File: src/rtl/hfgb_pkg.sv
// hfgb_pkg: shared widths, constants and types for the float to gamma byte encoder.
// No dependencies; used by hfgb_front, hfgb_sqrt_step, the top level and the test.
`timescale 1ns / 1ps

package hfgb_pkg;

    localparam int SAMPLE_W    = 32;     // binary32 bit pattern
    localparam int LVL_W       = 8;      // encoded level
    localparam int SIG_W       = 24;     // significand with hidden one
    localparam int RAD_W       = 16;     // radicand floor(65025 * v)
    localparam int REM_W       = 10;     // sqrt remainder, at most 2 * root
    localparam int SH_W        = 4;      // residual shift after dropping 24 bits
    localparam int PROD_W      = 40;     // 65025 * significand
    localparam int SQRT_STAGES = 4;      // two root bits per stage

    localparam logic [15:0]      SCALE_K   = 16'd65025;  // 255 squared
    localparam logic [RAD_W-1:0] FULL_RAD  = 16'd65025;  // sqrt gives 255
    localparam logic [7:0]       EXP_ONE   = 8'd127;     // biased exponent of 1.0
    localparam logic [7:0]       EXP_CALC  = 8'd111;     // smallest exponent with a nonzero result
    localparam logic [7:0]       EXP_SHBASE = 8'd126;    // residual shift = 126 - exponent
    localparam logic [7:0]       EXP_ALL1  = 8'hFF;

    typedef enum logic [1:0] {
        MODE_CALC,
        MODE_ZERO,
        MODE_FULL
    } t_mode;

    typedef struct packed {
        logic valid;
        logic nan;
    } t_ctl;

endpackage

File: src/rtl/hfgb_front.sv
// hfgb_front: decode, scale and shift stages that turn a binary32 pattern into
// the 16-bit radicand floor(65025 * clamp(v)). Depends on hfgb_pkg.
`timescale 1ns / 1ps

module hfgb_front (
    input  logic                          i_clk,
    input  logic                          i_rst_n,
    input  logic                          i_ce,
    input  logic                          i_valid,
    input  logic [hfgb_pkg::SAMPLE_W-1:0] i_sample,
    output hfgb_pkg::t_ctl                o_ctl,
    output logic [hfgb_pkg::RAD_W-1:0]    o_rad
);

    // stage 1: classify
    hfgb_pkg::t_ctl                   r1_ctl;
    hfgb_pkg::t_mode                  r1_mode;
    logic [hfgb_pkg::SIG_W-1:0]       r1_sig;
    logic [hfgb_pkg::SH_W-1:0]        r1_sh;
    hfgb_pkg::t_mode                  n1_mode;
    logic                             n1_nan;

    // stage 2: scale
    hfgb_pkg::t_ctl                   r2_ctl;
    hfgb_pkg::t_mode                  r2_mode;
    logic [hfgb_pkg::RAD_W-1:0]       r2_prod_hi;
    logic [hfgb_pkg::SH_W-1:0]        r2_sh;
    logic [hfgb_pkg::PROD_W-1:0]      n2_prod;

    // stage 3: shift
    hfgb_pkg::t_ctl                   r3_ctl;
    logic [hfgb_pkg::RAD_W-1:0]       r3_rad;
    logic [hfgb_pkg::RAD_W-1:0]       n3_rad;

    logic       w_sign;
    logic [7:0] w_expo;
    logic [22:0] w_frac;

    assign w_sign = i_sample[31];
    assign w_expo = i_sample[30:23];
    assign w_frac = i_sample[22:0];

    always_comb begin
        n1_nan  = 1'b0;
        n1_mode = hfgb_pkg::MODE_CALC;
        priority if (w_expo == hfgb_pkg::EXP_ALL1 && w_frac != 23'd0) begin
            n1_nan  = 1'b1;
            n1_mode = hfgb_pkg::MODE_ZERO;
        end else if (w_sign) begin
            n1_mode = hfgb_pkg::MODE_ZERO;
        end else if (w_expo >= hfgb_pkg::EXP_ONE) begin
            n1_mode = hfgb_pkg::MODE_FULL;   // one and above, +inf too
        end else if (w_expo < hfgb_pkg::EXP_CALC) begin
            n1_mode = hfgb_pkg::MODE_ZERO;   // below 2^-16, zero and subnormals
        end else begin
            n1_mode = hfgb_pkg::MODE_CALC;
        end
    end

    // valid bits are reset, data is not
    always_ff @(posedge i_clk) begin
        if (!i_rst_n) begin
            r1_ctl.valid <= 1'b0;
            r2_ctl.valid <= 1'b0;
            r3_ctl.valid <= 1'b0;
        end else if (i_ce) begin
            r1_ctl.valid <= i_valid;
            r2_ctl.valid <= r1_ctl.valid;
            r3_ctl.valid <= r2_ctl.valid;
        end
        if (i_ce) begin
            r1_ctl.nan <= n1_nan;
            r1_mode    <= n1_mode;
            r1_sig     <= {1'b1, w_frac};
            r1_sh      <= hfgb_pkg::SH_W'(hfgb_pkg::EXP_SHBASE - w_expo);

            r2_ctl.nan <= r1_ctl.nan;
            r2_mode    <= r1_mode;
            r2_prod_hi <= n2_prod[hfgb_pkg::PROD_W-1 -: hfgb_pkg::RAD_W];
            r2_sh      <= r1_sh;

            r3_ctl.nan <= r2_ctl.nan;
            r3_rad     <= n3_rad;
        end
    end

    // product < 2^40 and total shift >= 24, so only the top 16 bits matter
    assign n2_prod = {16'd0, r1_sig} * {24'd0, hfgb_pkg::SCALE_K};

    always_comb begin
        unique case (r2_mode)
            hfgb_pkg::MODE_CALC: n3_rad = r2_prod_hi >> r2_sh;
            hfgb_pkg::MODE_FULL: n3_rad = hfgb_pkg::FULL_RAD;
            default:             n3_rad = '0;
        endcase
    end

    assign o_ctl = r3_ctl;
    assign o_rad = r3_rad;

endmodule

File: src/rtl/hfgb_sqrt_step.sv
// hfgb_sqrt_step: one pipeline stage of the digit-by-digit integer square root,
// producing two root bits per stage. Depends on hfgb_pkg.
`timescale 1ns / 1ps

module hfgb_sqrt_step (
    input  logic                          i_clk,
    input  logic                          i_rst_n,
    input  logic                          i_ce,
    input  hfgb_pkg::t_ctl                i_ctl,
    input  logic [hfgb_pkg::RAD_W-1:0]    i_rad,
    input  logic [hfgb_pkg::REM_W-1:0]    i_rem,
    input  logic [hfgb_pkg::LVL_W-1:0]    i_root,
    output hfgb_pkg::t_ctl                o_ctl,
    output logic [hfgb_pkg::RAD_W-1:0]    o_rad,
    output logic [hfgb_pkg::REM_W-1:0]    o_rem,
    output logic [hfgb_pkg::LVL_W-1:0]    o_root
);

    localparam int TMP_W = hfgb_pkg::REM_W + 2;

    hfgb_pkg::t_ctl                   r_ctl;
    logic [hfgb_pkg::RAD_W-1:0]       r_rad;
    logic [hfgb_pkg::REM_W-1:0]       r_rem;
    logic [hfgb_pkg::LVL_W-1:0]       r_root;
    logic [hfgb_pkg::RAD_W-1:0]       n_rad;
    logic [hfgb_pkg::REM_W-1:0]       n_rem;
    logic [hfgb_pkg::LVL_W-1:0]       n_root;

    // two dependent restoring steps; radicand is consumed from the top
    always_comb begin
        logic [TMP_W-1:0] tmp;
        logic [TMP_W-1:0] trial;
        n_rad  = i_rad;
        n_rem  = i_rem;
        n_root = i_root;
        for (int k = 0; k < 2; k++) begin
            tmp   = {n_rem, n_rad[hfgb_pkg::RAD_W-1 -: 2]};
            trial = TMP_W'({n_root, 2'b01});
            n_rad = {n_rad[hfgb_pkg::RAD_W-3:0], 2'b00};
            if (tmp >= trial) begin
                n_rem  = hfgb_pkg::REM_W'(tmp - trial);
                n_root = {n_root[hfgb_pkg::LVL_W-2:0], 1'b1};
            end else begin
                n_rem  = hfgb_pkg::REM_W'(tmp);
                n_root = {n_root[hfgb_pkg::LVL_W-2:0], 1'b0};
            end
        end
    end

    // valid bit is reset, data is not
    always_ff @(posedge i_clk) begin
        if (!i_rst_n) begin
            r_ctl.valid <= 1'b0;
        end else if (i_ce) begin
            r_ctl.valid <= i_ctl.valid;
        end
        if (i_ce) begin
            r_ctl.nan <= i_ctl.nan;
            r_rad     <= n_rad;
            r_rem     <= n_rem;
            r_root    <= n_root;
        end
    end

    assign o_ctl  = r_ctl;
    assign o_rad  = r_rad;
    assign o_rem  = r_rem;
    assign o_root = r_root;

endmodule

File: src/rtl/hdr_float_to_gamma_byte.sv
// hdr_float_to_gamma_byte: top level of the square-root gamma byte encoder.
// Depends on hfgb_pkg, hfgb_front and hfgb_sqrt_step.
`timescale 1ns / 1ps

// One binary32 sample word in, one 8-bit level word out: level is
// floor(255 * sqrt(clamp(v, 0, 1))). Negatives, zero and subnormals give 0,
// values of one and above (and +inf) give 255, and a NaN gives 0 with tuser
// set. The block takes one word per clock unless a valid output word waits
// untaken, and has three front stages (classify, constant multiply by 65025,
// shift to the 16-bit radicand) followed by four square-root stages of two
// root bits each. The whole pipeline advances together; when the output word
// is not taken, every stage holds, and s_tready drops only while a valid
// output word waits, so nothing is lost or repeated under backpressure. No
// configuration, no state beyond the pipeline.
module hdr_float_to_gamma_byte (
    input  logic        i_clk,
    input  logic        i_rst_n,
    // slave side
    input  logic        i_s_tvalid,
    output logic        o_s_tready,
    input  logic [31:0] i_s_tdata,   // [31:0] sample_bits
    // master side
    output logic        o_m_tvalid,
    input  logic        i_m_tready,
    output logic [7:0]  o_m_tdata,   // [7:0] level
    output logic        o_m_tuser    // [0] was_nan
);

    localparam int NS = hfgb_pkg::SQRT_STAGES;

    logic w_ce;

    hfgb_pkg::t_ctl                   w_ctl  [NS+1];
    logic [hfgb_pkg::RAD_W-1:0]       w_rad  [NS+1];
    logic [hfgb_pkg::REM_W-1:0]       w_rem  [NS+1];
    logic [hfgb_pkg::LVL_W-1:0]       w_root [NS+1];

    // pipeline moves when the output slot is free or being drained
    assign w_ce       = !w_ctl[NS].valid || i_m_tready;
    assign o_s_tready = w_ce;

    hfgb_front u_front (
        .i_clk    (i_clk),
        .i_rst_n  (i_rst_n),
        .i_ce     (w_ce),
        .i_valid  (i_s_tvalid),
        .i_sample (i_s_tdata),
        .o_ctl    (w_ctl[0]),
        .o_rad    (w_rad[0])
    );

    assign w_rem[0]  = '0;
    assign w_root[0] = '0;

    for (genvar g = 0; g < NS; g++) begin : g_sqrt
        hfgb_sqrt_step u_step (
            .i_clk   (i_clk),
            .i_rst_n (i_rst_n),
            .i_ce    (w_ce),
            .i_ctl   (w_ctl[g]),
            .i_rad   (w_rad[g]),
            .i_rem   (w_rem[g]),
            .i_root  (w_root[g]),
            .o_ctl   (w_ctl[g+1]),
            .o_rad   (w_rad[g+1]),
            .o_rem   (w_rem[g+1]),
            .o_root  (w_root[g+1])
        );
    end

    // last sqrt stage registers are the output register
    assign o_m_tvalid = w_ctl[NS].valid;
    assign o_m_tdata  = w_root[NS];
    assign o_m_tuser  = w_ctl[NS].nan;

endmodule

File: config.mk
export PLATFORM = sky130hd
export DESIGN_NAME = hdr_float_to_gamma_byte
export DESIGN_NICKNAME = d
export VERILOG_FILES = /design/src/rtl/hfgb_pkg.sv /design/src/rtl/hfgb_front.sv /design/src/rtl/hfgb_sqrt_step.sv /design/src/rtl/hdr_float_to_gamma_byte.sv
export SDC_FILE = /design/constraint.sdc
export NUM_CORES = 1
export LEC_CHECK = 0
export ABC_AREA = 1
export BUFFER_PORTS_ARGS = -buffer_cell sky130_fd_sc_hd__buf_2
export CAP_MARGIN = 30
export CORE_MARGIN = 8
export CORE_UTILIZATION = 66
export CTS_CLUSTER_SIZE = 10
export DETAILED_ROUTE_END_ITERATION = 7
export PLACE_DENSITY = 0.86
export SYNTH_ARGS = -nofsm -noshare
export SYNTH_HDL_FRONTEND = slang
export SYNTH_SLANG_ARGS = --single-unit
File: constraint.sdc
create_clock -name i_clk -period 14.6 [get_ports i_clk]
set_input_delay 2.92 -clock i_clk [delete_from_list [all_inputs] [get_ports i_clk]]
set_output_delay 2.92 -clock i_clk [all_outputs]
set_load 0.02 [all_outputs]
======== Word-level counts from Yosys, hierarchy flattened ========
Index checks and enable logic that the tools add are counted.
storage, ports and cells
  flip-flop bits (word level) ............. 155
  bits of input ports ..................... 36
  word-level logic and storage cells ...... 78
cells by class
  add/subtract/negate cells ............... 8
  $mul .................................... 1
  order comparisons ....................... 10
  equal/unequal tests ..................... 2
  shift operators ......................... 1
  mux-type cells .......................... 19
  reduce and logical (&&, ||, !) cells .... 6
operators by type and width
  cell                      count
  $mux W10                  7
  $mul A24 B16 Y40 const B  1
  $pmux W16 S2              1
  $reduce_bool A23 Y1       1
  $shr A16 B4 Y16           1
  $ge A12 B3 Y1             1
  $ge A12 B4 Y1             1
  $ge A12 B5 Y1             1
  $ge A12 B6 Y1             1
  $ge A12 B7 Y1             1
  $ge A12 B8 Y1             1
  $ge A12 B9 Y1             1
  $mux W1                   10
  $sub A10 B3 Y10           1
  $sub A10 B4 Y10           1
  $sub A10 B5 Y10           1
  $sub A10 B6 Y10           1
  $sub A10 B7 Y10           1
  $sub A10 B8 Y10           1
  $eq A8 B8 Y1 const B      1
  $ge A8 B7 Y1 const B      1
  $lt A8 B7 Y1 const B      1
  $sub A4 B4 Y4 const A     1
  $sub A2 B1 Y3 const B     1
  other kinds (8)           8

======== Logic depth before layout (Yosys ltp) ========
  depth after elaboration ................. 4
  mapped depth ............................ 24
  gate-level depth less buffers ........... 24

======== Cells and area by module ========
Synthesis repeated with hierarchy kept, for this count alone.
unflattened totals
  cells, all modules ...................... 2069
  area, all modules ....................... 17634.4 µm²
by module, submodules not included
  module                   instances  cells each  area each (µm²)
  hfgb_sqrt_step           4          277         2306.0
  hfgb_front               1          958         8399.3
  hdr_float_to_gamma_byte  1          3           11.3

======== Worst setup path after synthesis ========
No wires, ideal clock.
  kind .................................... input to output
  start ................................... input i_m_tready
  end ..................................... output o_s_tready
  arrival time ............................ 6.015 ns
  data required time ...................... 11.680 ns
  path slack .............................. 5.665 ns
  stages .................................. 2
  cell sequence ........................... nor2_1 -> inv_1
between the ends
  longest elaborated chain between the ends .. 1
RTL lines
  item                RTL line                       text
  from (decl)         hdr_float_to_gamma_byte.sv:24  input logic i_m_tready,
  $logic_or A1 B1 Y1  hdr_float_to_gamma_byte.sv:39  assign w_ce = !w_ctl[NS].valid || i_m_tready;
  to (decl)           hdr_float_to_gamma_byte.sv:20  output logic o_s_tready,
Every way passes these cells.

======== Worst setup path in the final report ========
Ends and elaborated chain as after synthesis.

==> impl_results.md <==
- Seq/Total Area, Yosys: 0.341
- Std-Cell Rows: between 50 and 60
- Clock skew: around 0.016 ns
- Avg Cell Area, Syn: ~9.1 µm²
- Post-synth top area share: 0.330
- Layout cells sized above 1: 0.0771
- Post-CTS sizing: 0
- CP Class: input port to output pin
- Worst Max-Slew Pin Slew: roughly 0.9 ns
- Hold path depth: 0
- Syn Inst Count: 1447
- Via-per-instance ratio: approximately 5.5
- Count leader, synth: nand2_1
- Gr usage total: 0.233
- Rel. slew slack: 0.389
- I/O Buffers: between 40 and 50
- Chip height: 157 µm
- Area growth syn-to-layout: 8.54%
- Multi-input gate area: 0.00761 mm²
- Slowest CP cell: nor2_1
- Final period util: 0.485
- Residual DRC: 0
- Core area: approximately 0.02 mm²
- Most common cell on crit path: buf_2
- Post-synth top area cell: edfxtp_1
- CP cell instances: buf_2 -> nor2_1 -> inv_6 -> buf_2
- TritonCTS clock tree: built
- Clock Latency Late Sink: 0.43 ns
- Worst-path clk slew: roughly 0.060 ns
- Largest fanout on the critical path: slightly above 60
- Register area: roughly 0.0045 mm²
- WL final: roughly 27 mm
- Yosys warning count: 0
- Clock buffer depth: 2
- Crit-path max cell delay: between 0.4 and 0.5 ns
- Io pins: 47
- Filler instances: approximately 1400
- Post-Syn Nets: between 1500 and 2000
- First DRT Iteration DRCs: between 500 and 600
- Initial core utilization: 0.676
- Largest net degree at the start of global routing: 82
- Initial antenna violation count: 1
- Final hold violations: 0
- Post-Syn Area: 0.0132 mm²
- Die Wd: around 160 µm
- DRT antenna net count: 0
- Synth top cells by count: nand2_1 (304), inv_1 (276), ha_1 (154)
- RSZ-0062 raised after global routing: no
- CP required: 11.68 ns
- Predominant post-synthesis flop cell: edfxtp_1
- Root Driver: clkbuf_16
- Crit path time final: roughly 7.1 ns
- Hold Path Class: flip-flop to flip-flop
- CTS Buf Count: 17
- Post-synth cell types: 48
- R2R depth: 17
- Final slew viol count: 0
- Drt first pass iters: 5
- Largest cells by area after synthesis: edfxtp_1 (33%), fa_1 (15%), ha_1 (15%)
- Max cap viols: 0
- Vias in the first global route: 10200
- Routed wire length per instance: roughly 15 µm
- Fmax: 141 MHz
- Final Setup Violations: 0
- Async SR Flop Fraction: 0
- Crit path capture type: output pin
- Total number of vias: between 9000 and 10000
- Post-synth EDFFs: 145
- CP Data Arrival Time: 4.15 ns
- Nets@finish: 1792
- Register bit total from synthesis: 152
- Clock Sink Count: roughly 150
- Status: finished, final reports clean
- Global-route wire length before repair: 45.9 mm
- Post-DP HPWL: around 22 mm
- Overflow left after global routing: 0
- Hold buffer count at CTS: 0
- Die area: 0.0248 mm²
- H-tree Lvls: 4
- RePlAce Congestion: between 0.9 and 1
- # Post-CTS Setup Buffers: 0
- Crit path launch type: input port
- Fin Setup TNS: 0 ns
==> critical path: cells and delay by family <==
kind | cells | cell delay [ns]
buffers and inverters | 3 | 0.72
and+or+nand+nor | 1 | 0.49
==> metrics by stage <==
step           instances  cell area, µm²  utilization  hold WS (ns)  setup WS [ns]
2_1_floorplan       1447           13200            -         0.400           5.67
3_3_place_gp        1750           13700        0.703         0.401           7.64
3_5_place_dp        1751           13800        0.705         0.405           7.62
4_1_cts             1783           14300        0.733         0.413           7.56
5_1_grt             1784           14300        0.733         0.424           7.46
6_report            1785           14300        0.734         0.415           7.53
==> cell type report <==
cell class              instances  area share
repair buffers                 48      0.0185
clock buffers                  20      0.0320
clock inverters                12     0.00725
flip-flops and latches        152       0.314
multi-input cells            1006       0.531
diodes                          2    0.000349
inverters                     280      0.0737
well taps                     265      0.0231
==> cells in the final DEF, fill, tap and decap left out, types with 3 or more instances in the layout <==
master | synthesis | final
a31oi_1 | 6 | 6
fa_1 | 97 | 97
o21ai_0 | 73 | 73
nor4_1 | 11 | 11
xnor2_1 | 10 | 10
mux2i_1 | 3 | 3
a21o_1 | 8 | 8
nor2_2 | 4 | 4
a21oi_1 | 54 | 54
o31ai_1 | 5 | 5
inv_1 | 276 | 275
ha_1 | 154 | 154
xor2_1 | 24 | 24
edfxtp_1 | 145 | 145
clkbuf_16 | 0 | 18
nor2_4 | 7 | 7
o2111ai_1 | 3 | 3
o21bai_1 | 4 | 4
nand3_2 | 5 | 5
o21a_1 | 5 | 5
nand4_1 | 18 | 18
nor2_1 | 94 | 94
nor3_1 | 11 | 11
nand2_4 | 4 | 4
o211ai_1 | 4 | 4
nand2_2 | 9 | 9
inv_6 | 0 | 6
dfxtp_1 | 7 | 7
nand2_1 | 304 | 304
buf_2 | 0 | 46
nand3b_1 | 6 | 6
nand3_1 | 67 | 67
==> final timing paths <==
path	startpoint	endpoint	slack [ns]
setup / recovery	i_m_tready	o_s_tready	7.53
hold / removal	u_front.o_rad[8]$_DFFE_PP_	g_sqrt[0].u_step.o_rad[12]$_DFFE_PP_	0.41
setup reg to reg	u_front.r1_sig[6]$_DFFE_PP_	u_front.r2_prod_hi[8]$_DFFE_PP_	9.22
hold reg to reg	u_front.o_rad[8]$_DFFE_PP_	g_sqrt[0].u_step.o_rad[12]$_DFFE_PP_	0.41
==> cell families after synthesis <==
group                      synth area share
buffers and inverters                0.0828
and+or+nand+nor                       0.185
DFF                                   0.341
xor gates and xnor gates             0.0226
AOI/OAI and AO/OA                    0.0740
adders and majority gates             0.293
muxes                               0.00228
==> state kept, by name, indices dropped and copies added (netlist names) <==
signal / flops
g_sqrt.u_step.o_ctl: 8
g_sqrt.u_step.o_rad: 24
g_sqrt.u_step.o_rem: 27
g_sqrt.u_step.o_root: 20
u_front.o_ctl: 2
u_front.o_rad: 16
u_front.r1_ctl: 2
u_front.r1_mode: 2
u_front.r1_sh: 4
u_front.r1_sig: 23
u_front.r2_ctl: 2
u_front.r2_mode: 2
u_front.r2_prod_hi: 16
u_front.r2_sh: 4
==> per-layer routing <==
metal  vias to the layer above  routed length [µm]  GRT usage
met4                         0                1140      0.122
met3                        84                1060     0.0356
li1                       4858                   -          -
met2                       271               14100      0.427
met5                         -                   0          0
met1                      4599               10700      0.256
Power is left out: the tool's default activity adds up to more than one toggle a clock period on the data nets, which glitch-free logic cannot reach.
